File: src/rtl/core/scs_pkg.sv
// shared types, constants and lookup functions of the six-step commutation sweeper
package scs_pkg;

  localparam int unsigned SectorCount   = 6;
  localparam int unsigned SweepMax      = 16;
  localparam int unsigned ElapsedMax    = 1023;
  localparam int unsigned BlinkOnMs     = 200;
  localparam int unsigned BlinkOffMs    = 200;
  localparam int unsigned BlinkPauseMs  = 800;
  localparam int unsigned BlinkPeriodMs = BlinkOnMs + BlinkOffMs + BlinkOnMs + BlinkPauseMs;
  localparam int unsigned AddrWidth     = 5;
  localparam int unsigned DataWidth     = 32;

  // register index, byte address divided by four
  typedef enum logic [2:0] {
    REG_DWELL_START     = 3'd0,
    REG_DWELL_INCREMENT = 3'd1,
    REG_DWELL_COUNT     = 3'd2,
    REG_STEPS_PER_DWELL = 3'd3,
    REG_REVERSE         = 3'd4
  } reg_idx_t;

  typedef struct packed {
    logic [5:0]  dwell_start_ms;
    logic [5:0]  dwell_increment_ms;
    logic [4:0]  dwell_count;
    logic [11:0] steps_per_dwell;
    logic        reverse_direction;
  } cfg_t;

  // gates: bit0 ah, bit1 al, bit2 bh, bit3 bl, bit4 ch, bit5 cl
  typedef struct packed {
    logic [5:0] gates;
    logic       status_led;
    logic       commutated;
    logic       safe_mode;
    logic [2:0] active_sector;
    logic [9:0] current_dwell_ms;
  } result_t;

  function automatic logic [5:0] sector_gates(input logic [2:0] sector);
    logic [5:0] g;
    case (sector)
      3'd0:    g = 6'h09;
      3'd1:    g = 6'h21;
      3'd2:    g = 6'h24;
      3'd3:    g = 6'h06;
      3'd4:    g = 6'h12;
      3'd5:    g = 6'h18;
      default: g = 6'h00;
    endcase
    return g;
  endfunction

  // dwell of one sweep entry, a computed zero counts as one
  function automatic logic [9:0] dwell_of(input cfg_t cfg, input logic [3:0] idx);
    logic [9:0] d;
    d = {4'b0, cfg.dwell_start_ms} + (10'(idx) * 10'(cfg.dwell_increment_ms));
    return (d == 10'd0) ? 10'd1 : d;
  endfunction

  function automatic logic blink_level(input logic [10:0] phase);
    logic lvl;
    if (phase < 11'(BlinkOnMs)) begin
      lvl = 1'b1;
    end else if (phase < 11'(BlinkOnMs + BlinkOffMs)) begin
      lvl = 1'b0;
    end else if (phase < 11'(BlinkOnMs + BlinkOffMs + BlinkOnMs)) begin
      lvl = 1'b1;
    end else begin
      lvl = 1'b0;
    end
    return lvl;
  endfunction

endpackage

File: src/rtl/core/scs_regs.sv
// configuration register file behind the apb-style port
module scs_regs (
  input  logic                             clk,
  input  logic                             rst,
  input  logic                             psel,
  input  logic                             penable,
  input  logic                             pwrite,
  input  logic [scs_pkg::AddrWidth-1:0]    paddr,
  input  logic [scs_pkg::DataWidth-1:0]    pwdata,
  output logic [scs_pkg::DataWidth-1:0]    prdata,
  output logic                             pready,
  output scs_pkg::cfg_t                    cfg
);

  scs_pkg::cfg_t    regs;
  scs_pkg::reg_idx_t idx;
  logic             wr;

  assign idx    = scs_pkg::reg_idx_t'(paddr[scs_pkg::AddrWidth-1:2]);
  assign wr     = psel & penable & pwrite;
  assign pready = 1'b1;
  assign cfg    = regs;

  always_ff @(posedge clk) begin
    if (rst) begin
      regs.dwell_start_ms     <= 6'd5;
      regs.dwell_increment_ms <= 6'd5;
      regs.dwell_count        <= 5'd10;
      regs.steps_per_dwell    <= 12'd240;
      regs.reverse_direction  <= 1'b1;
    end else if (wr) begin
      case (idx)
        scs_pkg::REG_DWELL_START:     regs.dwell_start_ms     <= pwdata[5:0];
        scs_pkg::REG_DWELL_INCREMENT: regs.dwell_increment_ms <= pwdata[5:0];
        scs_pkg::REG_DWELL_COUNT:     regs.dwell_count        <= pwdata[4:0];
        scs_pkg::REG_STEPS_PER_DWELL: regs.steps_per_dwell    <= pwdata[11:0];
        scs_pkg::REG_REVERSE:         regs.reverse_direction  <= pwdata[0];
        default: ;
      endcase
    end
  end

  always_comb begin
    case (idx)
      scs_pkg::REG_DWELL_START:     prdata = 32'(regs.dwell_start_ms);
      scs_pkg::REG_DWELL_INCREMENT: prdata = 32'(regs.dwell_increment_ms);
      scs_pkg::REG_DWELL_COUNT:     prdata = 32'(regs.dwell_count);
      scs_pkg::REG_STEPS_PER_DWELL: prdata = 32'(regs.steps_per_dwell);
      scs_pkg::REG_REVERSE:         prdata = 32'(regs.reverse_direction);
      default:                      prdata = '0;
    endcase
  end

endmodule

File: src/rtl/core/scs_core.sv
// commutation, sweep and safe-mode state with its single-pass update logic
module scs_core (
  input  logic             clk,
  input  logic             rst,
  input  scs_pkg::cfg_t    cfg,
  input  logic             accept,
  input  logic             fault_n,
  output scs_pkg::result_t result_next
);

  logic [2:0]  next_sector, next_sector_next;
  logic [2:0]  shown_sector, shown_sector_next;
  logic        gates_on, gates_on_next;
  logic [9:0]  elapsed_ms, elapsed_ms_next;
  logic [3:0]  sweep_index, sweep_index_next;
  logic [11:0] steps_at_dwell, steps_at_dwell_next;
  logic        fault_latch, fault_latch_next;
  logic [10:0] blink_phase, blink_phase_next;
  logic        led_level, led_level_next;

  logic [4:0]  count_eff;
  logic [11:0] spd_eff;
  logic [3:0]  idx_inc, idx_adv;
  logic [9:0]  dwell_now, dwell_adv;
  logic [9:0]  elapsed_inc;
  logic [11:0] steps_inc;
  logic        due, step_wrap, stepped, idx_moved;

  always_comb begin
    if (cfg.dwell_count == 5'd0) begin
      count_eff = 5'd1;
    end else if (cfg.dwell_count > 5'(scs_pkg::SweepMax)) begin
      count_eff = 5'(scs_pkg::SweepMax);
    end else begin
      count_eff = cfg.dwell_count;
    end
    spd_eff = (cfg.steps_per_dwell == 12'd0) ? 12'd1 : cfg.steps_per_dwell;
    idx_inc = sweep_index + 4'd1;
    idx_adv = ({1'b0, idx_inc} >= count_eff) ? 4'd0 : idx_inc;
  end

  // both candidate dwells come straight from registers
  assign dwell_now   = scs_pkg::dwell_of(cfg, sweep_index);
  assign dwell_adv   = scs_pkg::dwell_of(cfg, idx_adv);
  assign elapsed_inc = (elapsed_ms < 10'(scs_pkg::ElapsedMax)) ? elapsed_ms + 10'd1 : elapsed_ms;
  assign due         = elapsed_inc >= dwell_now;
  assign steps_inc   = steps_at_dwell + 12'd1;
  assign step_wrap   = steps_inc >= spd_eff;

  always_comb begin
    next_sector_next    = next_sector;
    shown_sector_next   = shown_sector;
    gates_on_next       = gates_on;
    elapsed_ms_next     = elapsed_ms;
    sweep_index_next    = sweep_index;
    steps_at_dwell_next = steps_at_dwell;
    fault_latch_next    = fault_latch;
    blink_phase_next    = blink_phase;
    led_level_next      = led_level;
    stepped             = 1'b0;
    idx_moved           = 1'b0;
    if (fault_latch) begin
      blink_phase_next = (blink_phase == 11'(scs_pkg::BlinkPeriodMs - 1)) ? 11'd0
                                                                           : blink_phase + 11'd1;
      led_level_next   = scs_pkg::blink_level(blink_phase_next);
    end else if (!fault_n) begin
      fault_latch_next = 1'b1;
      gates_on_next    = 1'b0;
      blink_phase_next = 11'd0;
      led_level_next   = scs_pkg::blink_level(11'd0);
    end else begin
      elapsed_ms_next = elapsed_inc;
      if (due) begin
        elapsed_ms_next   = 10'd0;
        stepped           = 1'b1;
        shown_sector_next = next_sector;
        gates_on_next     = 1'b1;
        if (cfg.reverse_direction) begin
          next_sector_next = (next_sector == 3'd0) ? 3'(scs_pkg::SectorCount - 1)
                                                   : next_sector - 3'd1;
        end else begin
          next_sector_next = (next_sector == 3'(scs_pkg::SectorCount - 1)) ? 3'd0
                                                                            : next_sector + 3'd1;
        end
        steps_at_dwell_next = step_wrap ? 12'd0 : steps_inc;
        if (step_wrap) begin
          sweep_index_next = idx_adv;
          idx_moved        = 1'b1;
        end
        led_level_next = ~led_level;
      end
    end

    result_next.gates            = gates_on_next ? scs_pkg::sector_gates(shown_sector_next) : 6'd0;
    result_next.status_led       = led_level_next;
    result_next.commutated       = stepped;
    result_next.safe_mode        = fault_latch_next;
    result_next.active_sector    = gates_on_next ? shown_sector_next : 3'd0;
    result_next.current_dwell_ms = idx_moved ? dwell_adv : dwell_now;
  end

  always_ff @(posedge clk) begin
    if (rst) begin
      next_sector    <= 3'd0;
      shown_sector   <= 3'd0;
      gates_on       <= 1'b0;
      elapsed_ms     <= 10'd0;
      sweep_index    <= 4'd0;
      steps_at_dwell <= 12'd0;
      fault_latch    <= 1'b0;
      blink_phase    <= 11'd0;
      led_level      <= 1'b1;
    end else if (accept) begin
      next_sector    <= next_sector_next;
      shown_sector   <= shown_sector_next;
      gates_on       <= gates_on_next;
      elapsed_ms     <= elapsed_ms_next;
      sweep_index    <= sweep_index_next;
      steps_at_dwell <= steps_at_dwell_next;
      fault_latch    <= fault_latch_next;
      blink_phase    <= blink_phase_next;
      led_level      <= led_level_next;
    end
  end

`ifndef SYNTH
  a_latch_sticky: assert property (@(posedge clk) disable iff (rst)
    fault_latch |=> fault_latch)
    else $error("fault latch cleared without reset");

  a_gates_off_safe: assert property (@(posedge clk) disable iff (rst)
    fault_latch |-> !gates_on)
    else $error("gates enabled in safe mode");

  a_sector_range: assert property (@(posedge clk) disable iff (rst)
    (next_sector < 3'(scs_pkg::SectorCount)) && (shown_sector < 3'(scs_pkg::SectorCount)))
    else $error("sector out of range");

  a_blink_range: assert property (@(posedge clk) disable iff (rst)
    blink_phase < 11'(scs_pkg::BlinkPeriodMs))
    else $error("blink phase out of range");
`endif

endmodule

File: src/rtl/core/scs_out_fifo.sv
// two-word result buffer that decouples the tick input from the result output
module scs_out_fifo (
  input  logic             clk,
  input  logic             rst,
  input  logic             push,
  input  scs_pkg::result_t push_word,
  output logic             full,
  output logic             out_valid,
  input  logic             out_stall,
  output scs_pkg::result_t head_word
);

  scs_pkg::result_t slot0, slot1;
  logic [1:0]       count;
  logic             pop;

  assign out_valid = count != 2'd0;
  assign full      = count == 2'd2;
  assign pop       = out_valid & ~out_stall;
  assign head_word = slot0;

  always_ff @(posedge clk) begin
    if (rst) begin
      count <= 2'd0;
    end else begin
      count <= count + 2'(push) - 2'(pop);
    end
  end

  // payload slots need no reset
  always_ff @(posedge clk) begin
    if (pop) begin
      if (push && count == 2'd1) begin
        slot0 <= push_word;
      end else begin
        slot0 <= slot1;
      end
      if (push && count == 2'd2) begin
        slot1 <= push_word;
      end
    end else if (push) begin
      if (count == 2'd0) begin
        slot0 <= push_word;
      end else begin
        slot1 <= push_word;
      end
    end
  end

endmodule

File: src/rtl/core/six_step_commutation_sweeper.sv
// top level of the open-loop six-step commutation sweeper
// Open-loop six-step drive for a three-phase bridge, fed one tick word per
// millisecond carrying the active-low driver fault pin. Every tick returns exactly
// one result word with the six gate drives, the status LED, a commutation flag,
// the safe-mode flag, the driven sector and the dwell in force. A new tick word
// can be taken in every cycle while the buffer has room: the whole update is one
// pass of short logic from the state registers into a two-word result buffer,
// so the sustained rate is one word per cycle, and each result word is registered
// in that buffer, whose head word drives the outputs. in_stall rises only
// when both buffer words are held by a stalled output. Every dwell milliseconds
// the sector steps (down when reverse_direction is set, else up) and the LED
// toggles; after steps_per_dwell steps the sweep moves to its next entry, whose
// dwell is dwell_start_ms plus entry index times dwell_increment_ms, wrapping
// after dwell_count entries. The first step lands dwell ticks after reset, with
// all gates off until then. A tick with fault_n low latches safe mode until
// reset: gates off and the LED blinking 200 on, 200 off, 200 on, 800 off.
// Registers live at byte addresses 0, 4, 8, 12, 16 in the order start, increment,
// count, steps, direction, and take effect from the next tick.
module six_step_commutation_sweeper (
  input  logic                          clk,
  input  logic                          rst,
  // configuration port
  input  logic                          psel,
  input  logic                          penable,
  input  logic                          pwrite,
  input  logic [scs_pkg::AddrWidth-1:0] paddr,
  input  logic [scs_pkg::DataWidth-1:0] pwdata,
  output logic [scs_pkg::DataWidth-1:0] prdata,
  output logic                          pready,
  // tick word in
  input  logic                          in_valid,
  output logic                          in_stall,
  input  logic                          fault_n,
  // result word out
  output logic                          out_valid,
  input  logic                          out_stall,
  output logic                          gate_ah,
  output logic                          gate_al,
  output logic                          gate_bh,
  output logic                          gate_bl,
  output logic                          gate_ch,
  output logic                          gate_cl,
  output logic                          status_led,
  output logic                          commutated,
  output logic                          safe_mode,
  output logic [2:0]                    active_sector,
  output logic [9:0]                    current_dwell_ms
);

  scs_pkg::cfg_t    cfg;
  scs_pkg::result_t result_next;
  scs_pkg::result_t head_word;
  logic             full;
  logic             accept;

  // a tick word is taken whenever the result buffer has room
  assign in_stall = full;
  assign accept   = in_valid & ~full;

  scs_regs u_regs (
    .clk     (clk),
    .rst     (rst),
    .psel    (psel),
    .penable (penable),
    .pwrite  (pwrite),
    .paddr   (paddr),
    .pwdata  (pwdata),
    .prdata  (prdata),
    .pready  (pready),
    .cfg     (cfg)
  );

  // all per-tick state and its next-value logic
  scs_core u_core (
    .clk         (clk),
    .rst         (rst),
    .cfg         (cfg),
    .accept      (accept),
    .fault_n     (fault_n),
    .result_next (result_next)
  );

  // result register plus skid word
  scs_out_fifo u_out (
    .clk       (clk),
    .rst       (rst),
    .push      (accept),
    .push_word (result_next),
    .full      (full),
    .out_valid (out_valid),
    .out_stall (out_stall),
    .head_word (head_word)
  );

  // gate bit order: ah, al, bh, bl, ch, cl from the low end
  assign gate_ah          = head_word.gates[0];
  assign gate_al          = head_word.gates[1];
  assign gate_bh          = head_word.gates[2];
  assign gate_bl          = head_word.gates[3];
  assign gate_ch          = head_word.gates[4];
  assign gate_cl          = head_word.gates[5];
  assign status_led       = head_word.status_led;
  assign commutated       = head_word.commutated;
  assign safe_mode        = head_word.safe_mode;
  assign active_sector    = head_word.active_sector;
  assign current_dwell_ms = head_word.current_dwell_ms;

endmodule

File: config.mk
export PLATFORM = sky130hd
export DESIGN_NAME = six_step_commutation_sweeper
export DESIGN_NICKNAME = d
export VERILOG_FILES = /design/src/rtl/core/scs_pkg.sv /design/src/rtl/core/scs_regs.sv /design/src/rtl/core/scs_core.sv /design/src/rtl/core/scs_out_fifo.sv /design/src/rtl/core/six_step_commutation_sweeper.sv
export SDC_FILE = /design/constraint.sdc
export NUM_CORES = 1
export LEC_CHECK = 0
export BUFFER_PORTS_ARGS = -buffer_cell sky130_fd_sc_hd__buf_2
export CAP_MARGIN = 25
export CELL_PAD_IN_SITES_DETAIL_PLACEMENT = 1
export CELL_PAD_IN_SITES_GLOBAL_PLACEMENT = 2
export CORE_AREA = 2 2 187 152
export DETAILED_ROUTE_END_ITERATION = 10
export DIE_AREA = 0 0 189 154
export PLACE_DENSITY_LB_ADDON = 0.1
export REMOVE_ABC_BUFFERS = 1
export SLEW_MARGIN = 0
export SYNTH_ARGS = -nofsm -noshare
export SYNTH_HDL_FRONTEND = slang
export SYNTH_SLANG_ARGS = --single-unit
export TNS_END_PERCENT = 100
File: constraint.sdc
create_clock -name clk -period 5.5 [get_ports clk]
set_input_delay 0.825 -clock clk [delete_from_list [all_inputs] [get_ports clk]]
set_output_delay 0.825 -clock clk [all_outputs]
set_load 0.02 [all_outputs]
==> flow_summary.ini <==
[clock_network]
cts_tree = built
clkSinkCount = 122
cts-root-buf = clkbuf_16
htreeDepth = 4
clk-insertion-delay-late_ns = 0.43
clk_pin_slew_ns = 0.06
cts_inserted_buffers = 17
clk_path_buf_depth = 2

[final_layout]
drive_above_1_share_pct = 30.5
postLayoutCoreUtil_pct = 43.3
areaGrowthSynthToFinish_pct = 32.0
diodes = 0
final_cell_area_um2 = 11700
layout.nets = 1291

[critical_path]
worst-path-buf-inv = 8
crit_required_ns = 5.68
max_stage_delay_ns = 0.54
worstPathMaxFanout = 7
r2r_slack_ns = -0.12
start_kind = register
crit_cells = 26
end_kind = register
r2r-start = u_core.sweep_index[1]
crit_family = adder cells
critical_path_class = reg2reg
crit_arrival_ns = 5.80
r2r_cells = 26
slowest_stage = fa_1
r2r_end = u_out.head_word[5]

[yosys]
synth.most_common_cell = nand2_1
synthSimpleGateAreaFrac_pct = 18.9
ys_top_cells_by_count = nand2_1, nor2_1, dfxtp_1, a21oi_1, inv_1
syn_area_per_cell_um2 = 8.89
synthFlopType = dfxtp_1
synth_sequential_area_ratio_pct = 32.5
synth-compound-area-share_pct = 15.2
yosysUniqueCellTypes = 79
synthMuxAreaShare_pct = 6.99
synth_top_area_share_pct = 17.6
synth_xor_area_share_pct = 3.45
synthAdderAreaFrac_pct = 15.6
postSynth.asyncResetShare_pct = 0
synth_cells = 999
syn-cell-area_um2 = 8880
synth_top_family_by_area = simple AND/OR/NAND/NOR gates
synth_top_area_cell = dfxtp_1
ys_ff_latch = 122
synth_area_leaders = dfxtp_1, edfxtp_1, ha_1, fa_1, a21oi_1
ys_warn_count = 0
synth_edf_count = 44

[status]
status = finished, violations left
violations = negative setup slack

[timing]
fin_crit_sh_pct = 102
fin_setup_tns_ns = -1.08
fin_crit_ns = 5.62
final_max_slew_viol_count = 0
finalHoldViolCount = 0
timing.hold.ws_ns = 0.471
skew_ns = 0.0115
final-setup-viol-count = 13
slew_headroom_pct = 19.3
setup_ws_ns = -0.123
tightest_slew_ns = 1.20
max_freq_ghz = 0.178
rsz0062_at_grt = yes

[floorplan]
fp.dieH_um = 154
io_pins = 102
core_area_um2 = 27100
die_w_um = 189
start_util_pct = 32.8
dieArea_um2 = 29100
std_cell_rows = 54

[place]
gp_routability_congestion = 0.775
dpl_cell_area_um2 = 10000
dp_slack_ns = -0.474
dp.final_hpwl_um = 18400
numPortBuffers = 58

[run]
cap_violations = 0

[global_routing]
grt_pass1_vias = 7688
grt_pass1_wl_um = 41700
grt_overflow = 0
track_usage_pct = 17.9
grt_max_degree = 79
antenna_found_initial = 0

[detailed_routing]
vias = 7585
drt-wirelength-per-cell_um = 16.7
m1WireLength_um = 13600
met2WireLength_um = 10800
dr.max_layer_used = met4
routed_wirelength_um = 25400
wl_met3_um = 826
dr.pass1.iters = 4
drt_iter0_markers = 354
drc = 0
via_per_inst = 4.96
ant_nets = 0

[hold_path]
worst_hold_path_type = reg2reg
hold_start = u_core.elapsed_ms[9]
whs_endpoint = u_core.elapsed_ms[9]
holdPathStages = 2

[power]
peakVddDrop_mv = 0.212
p_leak_nw = 5.02
power_density_nw_per_um2 = 237
-- stage by stage --
step,total power [mW],std cells
floorplan,1.39,946
CTS,2.78,1510
detailed placement,1.56,1457
global route,2.91,1528
global placement,1.55,1457
finish,2.78,1528
-- layout make-up --
type | count | area [µm²]
clock buffer | 18 | 429
clock inverter | 14 | 195
fill | 3099 | 15400
inverter | 76 | 288
multi-input combinational | 748 | 6040
sequential | 122 | 2900
tap | 364 | 455
timing repair buffer | 186 | 1420
-- power breakdown --
group          leakage (nW)  internal, mW  total [mW]  switching, mW
Clock                 0.300         0.762        1.21          0.450
Combinational          3.67         0.169       0.481          0.312
Sequential             1.05          1.05        1.09         0.0365
-- placed cells by master (no fill, tap or decap), drive strengths merged, types with 31 or more instances in the layout --
| cell type | synthesis | final |
|---|---|---|
| ha | 69 | 69 |
| nand3 | 31 | 31 |
| a21oi | 76 | 76 |
| o21ai | 34 | 34 |
| dfxtp | 78 | 78 |
| nor2 | 79 | 79 |
| nand2 | 89 | 89 |
| buf | 28 | 185 |
| edfxtp | 44 | 44 |
| inv | 74 | 77 |
-- registers in the layout, summed over array words and instances, names as in the netlist --
name and cells:
u_out.slot1 22, u_core.led_level 1, u_core.gates_on 1, u_core.blink_phase 11
u_core.elapsed_ms 10, u_core.next_sector 3, u_core.shown_sector 3, u_core.fault_latch 1
u_core.steps_at_dwell 12, u_core.sweep_index 4, u_regs.cfg 30, u_out.head_word 22
u_out.count 2
-- per-layer routing --
metal,vias to the layer above,GRT usage [%]
met4,0,4.72
met3,19,2.85
met1,3664,27.3
met2,109,25.8
met5,-,0
li1,3793,-
-- worst max-delay path by stage --
stage                     startpoint                  to
6_report       u_core.sweep_index[1]  u_out.head_word[5]
5_1_grt               u_regs.cfg[21]  u_out.head_word[5]
4_1_cts        u_core.sweep_index[1]  u_out.head_word[5]
3_5_place_dp          u_regs.cfg[20]  u_out.head_word[5]
3_3_place_gp   u_core.sweep_index[3]  u_out.head_word[4]
2_1_floorplan         u_regs.cfg[20]  u_out.head_word[1]
-- worst reg2reg max path, stage by stage, from the launching register on --
cell	delay [ns]
dfxtp_4	0.38
nand2_2	0.06
fa_1	0.54
inv_1	0.05
fa_1	0.48
inv_1	0.05
fa_1	0.49
inv_2	0.05
ha_4	0.22
buf_6	0.12
buf_4	0.13
o21a_1	0.16
a22o_1	0.25
nor4bb_4	0.17
a41oi_2	0.23
inv_1	0.07
ha_1	0.27
nand2b_4	0.13
a21o_1	0.17
a221oi_2	0.28
o21ai_2	0.13
nand2_2	0.10
inv_4	0.05
and3_4	0.18
buf_12	0.15
mux2i_4	0.19
mux2_4	0.27
-- what timing repair did --
| action | CTS | global route |
|---|---|---|
| resized for setup | 54 | 113 |
| buffers inserted | 22 | 17 |
| pin swaps | 39 | 47 |
| hold buffers | 0 | 0 |
| setup endpoints to repair | 72 | 66 |
| gates cloned | 0 | 2 |
-- cells by family after synthesis --
kind of cell    Yosys count
other cells               2
compound gates          210
fa+ha+maj                95
flops                   122
xor+xnor                 35
mux                      53
simple gates            334
buf+inv                 148
(Power assumes the default switching activity.)
